File: config.mk
export PLATFORM = sky130hd
export DESIGN_NAME = rlsc_addr_wrap
export DESIGN_NICKNAME = d
export VERILOG_FILES = /design/src/rtl/rlsc_pkg.sv /design/src/rtl/rlsc_addr_wrap.sv
export SDC_FILE = /design/constraint.sdc
export NUM_CORES = 1
export LEC_CHECK = 0
export BUFFER_PORTS_ARGS = -buffer_cell sky130_fd_sc_hd__buf_2
export CAP_MARGIN = 0
export CORE_MARGIN = 2
export CORE_UTILIZATION = 46
export DETAILED_ROUTE_END_ITERATION = 12
export PLACE_DENSITY = 0.81
export SYNTH_ARGS = -nofsm -noshare
export SYNTH_HDL_FRONTEND = slang
export SYNTH_SLANG_ARGS = --single-unit
File: constraint.sdc
create_clock -name clk -period 1.18 [get_ports clk]
set_clock_uncertainty 0.2 [all_clocks]
set_input_delay 0.177 -clock clk [delete_from_list [all_inputs] [get_ports clk]]
set_output_delay 0.177 -clock clk [all_outputs]
set_load 0.02 [all_outputs]
File: src/rtl/rlsc_pkg.sv
`timescale 1ns / 1ps
`default_nettype none
// ----------------------------------------------------------------------------
// rlsc_pkg
// Shared codes, step numbers and types of the load/store core subset.
// ----------------------------------------------------------------------------
package rlsc_pkg;

  localparam int MEM_BYTES_DEF = 65536;

  localparam logic [31:0] HALT_WORD = 32'hffff_ffff;
  localparam logic [31:0] PC_STEP   = 32'd4;

  localparam logic [5:0] OP_RTYPE = 6'd0;
  localparam logic [5:0] OP_LW    = 6'd35;
  localparam logic [5:0] OP_SW    = 6'd43;

  localparam logic [2:0] FN_ADDU = 3'd1;
  localparam logic [2:0] FN_SUBU = 3'd3;
  localparam logic [2:0] FN_AND  = 3'd4;
  localparam logic [2:0] FN_OR   = 3'd5;
  localparam logic [2:0] FN_NOR  = 3'd7;

  // Sequencer steps of a word held in the execute stage
  localparam logic [2:0] STEP_ADDR    = 3'd2;
  localparam logic [2:0] STEP_MEM0    = 3'd3;
  localparam logic [2:0] LAST_ONE     = 3'd0;
  localparam logic [2:0] LAST_WR_BYTE = 3'd3;
  localparam logic [2:0] LAST_RD_BYTE = 3'd4;
  localparam logic [2:0] LAST_SW      = 3'd6;
  localparam logic [2:0] LAST_LW      = 3'd7;

  typedef enum logic [1:0] {
    CMD_EXEC    = 2'd0,
    CMD_WR_BYTE = 2'd1,
    CMD_RD_BYTE = 2'd2,
    CMD_RD_REG  = 2'd3
  } cmd_t;

  typedef struct packed {
    logic        en;
    logic [4:0]  addr;
    logic [31:0] data;
  } rf_wr_t;

endpackage
`default_nettype wire

File: src/rtl/rlsc_addr_wrap.sv
`timescale 1ns / 1ps
`default_nettype none
// ----------------------------------------------------------------------------
// rlsc_addr_wrap
// Reduces a 32-bit byte address modulo MEM_BYTES: reciprocal multiply,
// back-multiply, then one compare and subtract on the remainder of the registered values.
// ----------------------------------------------------------------------------
module rlsc_addr_wrap #(
  parameter int MEM_BYTES = rlsc_pkg::MEM_BYTES_DEF
) (
  input  wire logic                         clk,
  input  wire logic                         en,
  input  wire logic [31:0]                  value,
  output logic [$clog2(MEM_BYTES)-1:0]      addr
);

  localparam int AW = $clog2(MEM_BYTES);
  localparam int RW = 33 - AW;
  localparam int MW = AW + 1;
  localparam longint unsigned RECIP_L = (64'd1 << 32) / MEM_BYTES;
  localparam logic [RW-1:0] RECIP = RW'(RECIP_L);
  localparam logic [MW-1:0] MODV  = MW'(MEM_BYTES);
  localparam logic [31:0]   MOD32 = 32'(MEM_BYTES);

  logic [31+RW:0]    prod1;
  logic [31:0]       val1;
  logic [RW-1:0]     quot;
  logic [RW+MW-1:0]  prod2;
  logic [31:0]       back2;
  logic [31:0]       val2;
  logic [31:0]       rem;
  logic [31:0]       rem_fix;

  // quotient estimate is exact or one short, so the remainder stays below 2x
  assign quot  = prod1[31+RW:32];
  assign prod2 = (RW+MW)'(quot) * (RW+MW)'(MODV);

  always_ff @(posedge clk) begin
    if (en) begin
      prod1 <= (32+RW)'(value) * (32+RW)'(RECIP);
      val1  <= value;
      back2 <= prod2[31:0];
      val2  <= val1;
    end
  end

  always_comb begin
    rem     = val2 - back2;
    rem_fix = (rem >= MOD32) ? rem - MOD32 : rem;
    addr    = rem_fix[AW-1:0];
  end

endmodule
`default_nettype wire

==> flow_summary.ini <==
[placed_design]
io_buffers = 33
routabilityCongestion = 0.664
detailedPlace.worstSlack_ps = 194
placed_cell_area_um2 = 1180
place_inst = 93

[layout]
layout.cell_area.non_filler_um2 = 1400
multi_input_comb_cells = 0
finalNonFillerCells = 116
multi_input_comb_area_um2 = 0
fillers = 133
layout-drive-gt1-share_pct = 43.8
area_growth_syn_to_layout_pct = 45.4
num_antenna_cells = 0
final_net_count = 123
ff_latch_area_um2 = 961

[clock_tree]
cts_htree_levels = 2
tritoncts.num_buffers = 5
cts.reportedPaths.clkPinSlew_ps = 80
clock_tree.root_cell = sky130_fd_sc_hd__clkbuf_4
tritoncts_num_sinks = 32
clk_path_buf_depth = 2
postCtsSetupRepairBufs = 0
cts_tree = done
clk-insertion-delay-late_ps = 320

[yosys]
synth_largest_type_area_fraction_pct = 100
synthDistinctLibCells = 1
syn-num-nets = 66
ys_warn_count = 0
syn-instance-count = 32
yosys_register_bits = 32
synth-seq-area-share_pct = 100
netlist.top_cell.by_area = sky130_fd_sc_hd__edfxtp_1
syn-mean-instance-area_um2 = 30.0
synthesis.area_um2 = 961
synth_top_cells_by_area = sky130_fd_sc_hd__edfxtp_1 (100%)

[critical_path]
timing.critical_path.from_type = register
crit_buf_inv = 1
cp_slowest_stage_delay_ps = 400
crit_path_end_kind = output pin
worstPathMaxFanout = 1
timing.critical_path.arrival_ps = 860
slowest_stage = sky130_fd_sc_hd__edfxtp_1
cp_top_family = flip-flops
reg2reg_slack_ps = 340
timing.critical_path.cells = buf_6
worst-setup-path-type = reg -> out
reg2reg_depth = 0
timing.rr.end = val2[7]
regToRegStartpoint = prod1[23]
cp.required_ps = 800

[global_route]
grt_overflow = 0
first_global_vias = 433
number_of_antenna_violations_at_the_first_check_in_global_routing = 0
global_route.usage.total_pct = 11.5
grt_start_max_net_pins = 33
first_pass_grt_wire_length_um = 1810

[routing]
totalWireLength_um = 1230
drt_drc_violations_left = 0
first_pass_iters = 3
num_vias = 492
drt-wirelength-per-cell_um = 10.6
drt_via_density = 4.24
route.antenna.remaining_nets = 0
first_iter_violations = 6

[timing]
grt_setup_unrepaired = true
worstMarginPinSlew_ps = 159
timing.final.ws_setup_ps = -61.9
hold_viol = 0
clock.fmax_mhz = 805
final_min_period_over_clock_period_pct = 105
finalCriticalPeriod_ps = 1240
final_max_slew_viol_count = 0
maxSlewHeadroom_pct = 89.4
setup_viol_count_final = 16
tns_ps = -527

[power_and_ir_drop]
ir_worst_vdd_v = 0.00118
total_leakage_power_nw = 0.550
power.density_cell_area_nw_per_um2 = 1460

[hold_path]
min_delay_worst_endpoint = prod1[27]
hold_path_startpoint = en
hp-class = in -> reg
whs_path_depth = 2

[floorplan]
design.portCount = 50
rows = 16
die_area_um2 = 2470
die_width_um = 49.7
initial_core_utilization_pct = 49.0
placeableCoreArea_um2 = 1960
die-height_um = 49.7

[run]
drv.max_cap_violation_count = 0

[outcome]
status = complete, but fails checks
failed_checks = negative setup slack
[worst max path at each step]
stage	depth (start not counted)	endpoint	start	slack, ps
6_report	1	addr[12]	val2[12]	-60
5_1_grt	1	addr[12]	val2[12]	-110
4_1_cts	1	addr[12]	val2[12]	-80
3_5_place_dp	2	val2[8]	en	190
3_3_place_gp	2	val2[6]	en	200
2_1_floorplan	0	addr[0]	val2[0]	350
[sequential cells by signal, indices dropped and copies added (netlist names)]
name / count
val2: 16
prod1: 16
[placed cells by master (no fill, tap or decap)]
| cell type | instances |
|---|---|
| sky130_fd_sc_hd__clkinv_1 | 2 |
| sky130_fd_sc_hd__buf_12 | 1 |
| sky130_fd_sc_hd__buf_6 | 2 |
| sky130_fd_sc_hd__edfxtp_1 | 32 |
| sky130_fd_sc_hd__dlygate4sd3_1 | 16 |
| sky130_fd_sc_hd__buf_2 | 31 |
| sky130_fd_sc_hd__clkbuf_4 | 5 |
[what timing repair did]
action,in CTS,in global routing
gates resized for setup,0,4
endpoints found under the hold margin,16,0
hold buffers,16,0
gates cloned,0,0
endpoints found under the setup margin,16,16
[logic make-up after synthesis]
family and synth area share (%):
flops 100
[per-layer routing]
layer / vias up / track usage [%] / share of wire [%]
li1: 240 / - / -
met1: 222 / 10.1 / 36
met2: 23 / 18.0 / 52
met3: 7 / 7.27 / 8.9
met4: 0 / 9.72 / 3.4
met5: - / 0 / 0
[power by group]
group          switching [mW]  total (mW)  internal [mW]
clock                   0.294       0.501          0.207
sequential             0.0191        1.36           1.35
combinational          0.0907       0.180         0.0893
[through the flow]
step                      util, %  power, mW  hold slack [ps]
final                        71.2       2.05             96.5
after global routing         71.2       2.13             87.5
after CTS                    70.6       2.06             86.0
after detailed placement     60.1       1.53              155
after global placement       60.1       1.52              155
after floorplan                 -       1.44             75.9
[cells in the mapped netlist]
cell                       instances
sky130_fd_sc_hd__edfxtp_1         32
[cell type report]
type                  instances  share of cell area (%)
timing repair buffer         50                    25.6
clock buffer                  5                    2.69
tap                          27                    2.42
sequential                   32                    68.8
clock inverter                2                   0.537
No activity file was read; power rests on OpenSTA's default activity.
