$ cat config.mk
export PLATFORM = sky130hd
export DESIGN_NAME = rlsc_regfile
export DESIGN_NICKNAME = d
export VERILOG_FILES = /design/src/rtl/rlsc_pkg.sv /design/src/rtl/rlsc_regfile.sv
export SDC_FILE = /design/constraint.sdc
export NUM_CORES = 1
export LEC_CHECK = 0
export BUFFER_PORTS_ARGS = -buffer_cell sky130_fd_sc_hd__buf_2
export CAP_MARGIN = 10
export CELL_PAD_IN_SITES_DETAIL_PLACEMENT = 2
export CELL_PAD_IN_SITES_GLOBAL_PLACEMENT = 2
export CORE_ASPECT_RATIO = 2
export CORE_UTILIZATION = 54
export DETAILED_ROUTE_END_ITERATION = 10
export PLACE_DENSITY = 0.89
export SYNTH_ARGS = -nofsm -noshare
export SYNTH_HDL_FRONTEND = slang
export SYNTH_SLANG_ARGS = --single-unit
$ cat constraint.sdc
create_clock -name clk -period 6.5 [get_ports clk]
set_clock_uncertainty 0.1 [all_clocks]
set_input_delay 1.3 -clock clk [delete_from_list [all_inputs] [get_ports clk]]
set_output_delay 1.3 -clock clk [all_outputs]
set_load 0.1 [all_outputs]
$ cat src/rtl/rlsc_pkg.sv
`timescale 1ns / 1ps
`default_nettype none
// ----------------------------------------------------------------------------
// rlsc_pkg
// Shared codes, step numbers and types of the load/store core subset.
// ----------------------------------------------------------------------------
package rlsc_pkg;

  localparam int MEM_BYTES_DEF = 65536;

  localparam logic [31:0] HALT_WORD = 32'hffff_ffff;
  localparam logic [31:0] PC_STEP   = 32'd4;

  localparam logic [5:0] OP_RTYPE = 6'd0;
  localparam logic [5:0] OP_LW    = 6'd35;
  localparam logic [5:0] OP_SW    = 6'd43;

  localparam logic [2:0] FN_ADDU = 3'd1;
  localparam logic [2:0] FN_SUBU = 3'd3;
  localparam logic [2:0] FN_AND  = 3'd4;
  localparam logic [2:0] FN_OR   = 3'd5;
  localparam logic [2:0] FN_NOR  = 3'd7;

  // Sequencer steps of a word held in the execute stage
  localparam logic [2:0] STEP_ADDR    = 3'd2;
  localparam logic [2:0] STEP_MEM0    = 3'd3;
  localparam logic [2:0] LAST_ONE     = 3'd0;
  localparam logic [2:0] LAST_WR_BYTE = 3'd3;
  localparam logic [2:0] LAST_RD_BYTE = 3'd4;
  localparam logic [2:0] LAST_SW      = 3'd6;
  localparam logic [2:0] LAST_LW      = 3'd7;

  typedef enum logic [1:0] {
    CMD_EXEC    = 2'd0,
    CMD_WR_BYTE = 2'd1,
    CMD_RD_BYTE = 2'd2,
    CMD_RD_REG  = 2'd3
  } cmd_t;

  typedef struct packed {
    logic        en;
    logic [4:0]  addr;
    logic [31:0] data;
  } rf_wr_t;

endpackage
`default_nettype wire

$ cat src/rtl/rlsc_regfile.sv
`timescale 1ns / 1ps
`default_nettype none
// ----------------------------------------------------------------------------
// rlsc_regfile
// 32x32 register file: two registered read ports, one write port, per-entry
// valid bits so unwritten registers read zero, and a bypass of the last write.
// ----------------------------------------------------------------------------
module rlsc_regfile (
  input  wire logic                  clk,
  input  wire logic                  rst,
  input  wire logic [4:0]            rd_addr_a,
  input  wire logic [4:0]            rd_addr_b,
  input  wire rlsc_pkg::rf_wr_t      wr,
  output logic [31:0]                rd_data_a,
  output logic [31:0]                rd_data_b
);

  logic [31:0]      regs [32];
  logic [31:0]      valid;
  logic [31:0]      q_a;
  logic [31:0]      q_b;
  logic             v_a;
  logic             v_b;
  logic [4:0]       addr_a_q;
  logic [4:0]       addr_b_q;
  rlsc_pkg::rf_wr_t byp;

  always_ff @(posedge clk) begin
    if (wr.en) begin
      regs[wr.addr] <= wr.data;
    end
    q_a      <= regs[rd_addr_a];
    q_b      <= regs[rd_addr_b];
    addr_a_q <= rd_addr_a;
    addr_b_q <= rd_addr_b;
  end

  always_ff @(posedge clk) begin
    if (rst) begin
      valid  <= '0;
      v_a    <= 1'b0;
      v_b    <= 1'b0;
      byp.en <= 1'b0;
    end else begin
      if (wr.en) begin
        valid[wr.addr] <= 1'b1;
        byp            <= wr;
      end
      v_a <= valid[rd_addr_a];
      v_b <= valid[rd_addr_b];
    end
  end

  // a write at the same edge as the read is missed by the array: take the bypass
  assign rd_data_a = (byp.en && byp.addr == addr_a_q) ? byp.data : (v_a ? q_a : '0);
  assign rd_data_b = (byp.en && byp.addr == addr_b_q) ? byp.data : (v_b ? q_b : '0);

endmodule
`default_nettype wire

==> out/results.ini <==
[outcome]
run_status = finished, final reports clean

[power]
totalPowerFinal_mw = 16.77
ir_drop_mv = 0.3413
p_leak_nw = 18.37
cellPowerDensity_nw_per_um2 = 288.7

[synthesis]
synthArstFlopShare_pct = 0
ys_seq_elements = 1170
synth-edff-count = 1061
post_synthesis_instance_area_um2 = 52170
ys_seq_area_share_pct = 65.25
cell_variety_after_synth = 27
synth_top_flop_cell = sky130_fd_sc_hd__edfxtp_1
yosysWarnings = 0
post_synth_inst_count = 2384
syn_nets = 2434
synth_area_per_cell_um2 = 21.88

[critical_path]
critPathArrivalTime_ps = 3580
worstSetupEndpointType = output pin
worst-endpoint-required_ps = 5100
worstSetupStartpointType = flop
crit_type = flop to output pin
critical_path_peak_fanout = 32
worst-r2r-setup-slack_ps = 4230

[floorplan]
die_h_um = 441.6
dieWidth_um = 221.8
start_util_pct = 54.75
core-area_um2 = 95290
dieArea_um2 = 97930
placement_rows = 160
floorplan.io_pins = 114

[detailed_routing]
dr_total_vias = 30330
total_wire_length_after_detailed_routing_mm = 189.7
wl_per_cell_um = 49.64
drtAntennaViolNets = 0
drc = 0
detail_route.vias_per_cell = 7.936
detailed_routing_iteration_count_for_the_pre_antenna_repair_pass = 5
initialDrtViolationCount = 4219

[clocking]
cts_root_buffer = sky130_fd_sc_hd__clkbuf_16
clock_latency_on_the_worst_skew_pair_ps = 770
postCtsResizedCells = 0
clock_buffer_count_from_cts = 102
h_tree_levels = 3
clock_path_buffers = 3
holdBufCountCts = 0
count_of_clock_tree_sinks = 1170
postCtsSetupBuffers = 0
tritoncts_clock_tree = done
clk_pin_slew_ps = 70

[timing]
report.final.setup_viol = 0
post-route-worst-setup-slack_ps = 1524
timing.fmax_ghz = 0.2010
slew_violations = 0
final_min_period_over_clock_period_pct = 76.55
tns_ps = 0
hold_viol = 0
fin_worst_hold_slack_ps = 455.7
tightest_slew_ps = 1405
relSlewSlack_pct = 6.127
layout_min_cycle_time_ps = 4976
grt_setup_unrepaired = false

[hold_path]
hold_crit_class = flop to flop

[placed_design]
placedInstanceArea_um2 = 54510
gpl.final_weighted_congestion = 0.8176
placement.io_buffers = 113
dp_worst_setup_slack_ps = 2072
detailedPlacementHpwl_mm = 104.1

[layout]
layout.cells.most_common = sky130_fd_sc_hd__edfxtp_1
mostFrequentLayoutCells = 1061 x sky130_fd_sc_hd__edfxtp_1, 652 x sky130_fd_sc_hd__mux4_2, 107 x sky130_fd_sc_hd__dfxtp_1
post-route-cell-area_um2 = 58080
layout.nets = 2563
ff_latch_area_um2 = 34050
drive_gt1_share_pct = 43.12
area_occupied_by_multi_input_gates_um2 = 17400
area_grow_syn2layout_pct = 11.34
nFillCells = 7199

[global_route]
residual_overflow_from_global_routing = 0
first_global_vias = 32520
antenna_found_initial = 5
maximum_number_of_pins_on_one_net_before_global_route_repair = 108
grt_first_pass_wirelength_mm = 263.7
gr-usage-all-layers_pct = 39.80

[flow_run]
max_cap_viol_count = 0

## registers in the layout, indices dropped and copies added (netlist names)
register	count
q_b	32
valid	32
addr_b_q	5
byp	38
q_a	32
regs	1024
v_a	1
addr_a_q	5
v_b	1
## critical path, cell delays in order (launching register included)
cell                       delay [ps]
sky130_fd_sc_hd__edfxtp_1         450
sky130_fd_sc_hd__xor2_1           210
sky130_fd_sc_hd__nor4_1           320
sky130_fd_sc_hd__and3_4           910
sky130_fd_sc_hd__mux2i_1          370
sky130_fd_sc_hd__buf_2            480
## stage by stage
stage / instances / utilization (%)
floorplan: 2384 / -
global placement: 3623 / 57.20
detailed placement: 3623 / 57.20
CTS: 3816 / 60.92
global route: 3818 / 60.94
finish: 3822 / 60.95
## cell families (layout without fill, tap and decap cells)
logic type / count (synthesis) / in the layout / synth area share [%]
flip-flops: 1170 / 1170 / 65.25
multiplexers: 791 / 791 / 30.98
buffers and inverters: 210 / 428 / 1.885
AND/OR/NAND/NOR: 194 / 194 / 1.564
XOR/XNOR: 10 / 10 / 0.1679
AO/OA/AOI/OAI: 9 / 9 / 0.1511
other: 0 / 5 / 0
## final cells by class
cell class,count,share of cell area [%]
Antenna cell,5,0.02154
Clock buffer,137,4.795
Clock inverter,56,1.299
Inverter,33,0.2133
Multi-Input combinational cell,1004,29.96
Sequential cell,1170,58.61
Tap cell,1215,2.617
Timing Repair Buffer,202,2.482
## cells in the mapped netlist (3+ instances only)
cell                        count  area [um2]
sky130_fd_sc_hd__a2111oi_0      5       43.79
sky130_fd_sc_hd__and3_1         3       18.77
sky130_fd_sc_hd__buf_1         27       101.4
sky130_fd_sc_hd__buf_2         42       210.2
sky130_fd_sc_hd__buf_4         22       165.2
sky130_fd_sc_hd__buf_6          8       90.09
sky130_fd_sc_hd__clkbuf_1      78       292.8
sky130_fd_sc_hd__dfxtp_1      109        2182
sky130_fd_sc_hd__edfxtp_1    1061       31860
sky130_fd_sc_hd__inv_1         33       123.9
sky130_fd_sc_hd__mux2_2        68       765.7
sky130_fd_sc_hd__mux2i_1       71       710.7
sky130_fd_sc_hd__mux4_2       652       14680
sky130_fd_sc_hd__nand2_1       67       251.5
sky130_fd_sc_hd__nand3_1        3       15.01
sky130_fd_sc_hd__nand3b_1       7       52.55
sky130_fd_sc_hd__nor2_1        99       371.6
sky130_fd_sc_hd__nor2b_1        6       37.54
sky130_fd_sc_hd__or3b_2         4       35.03
sky130_fd_sc_hd__xor2_1         8       70.07
## path summary, 6_finish.rpt
check                                            start  cells past startpoint                     end
worst max-delay path                 byp[35]$_DFFE_PP_                      5           rd_data_a[16]
worst max register to register   valid[3]$_SDFFE_PP0P_                      4          v_a$_SDFF_PP0_
worst min-delay path            valid[31]$_SDFFE_PP0P_                      2  valid[31]$_SDFFE_PP0P_
worst min register to register  valid[31]$_SDFFE_PP0P_                      2  valid[31]$_SDFFE_PP0P_
## layer usage
metal,wire length (um),global-route usage (%)
met1,60880,47.04
met2,96430,66.91
met3,18670,8.565
met4,13730,25.09
met5,23,0
## report_power, final
part | leakage, nW | switching [mW] | internal, mW
registers | 10.5 | 0.110 | 8.36
logic | 6.17 | 0.906 | 0.588
clock network | 1.72 | 3.13 | 3.68
No activity file was read; power rests on OpenSTA's default activity.
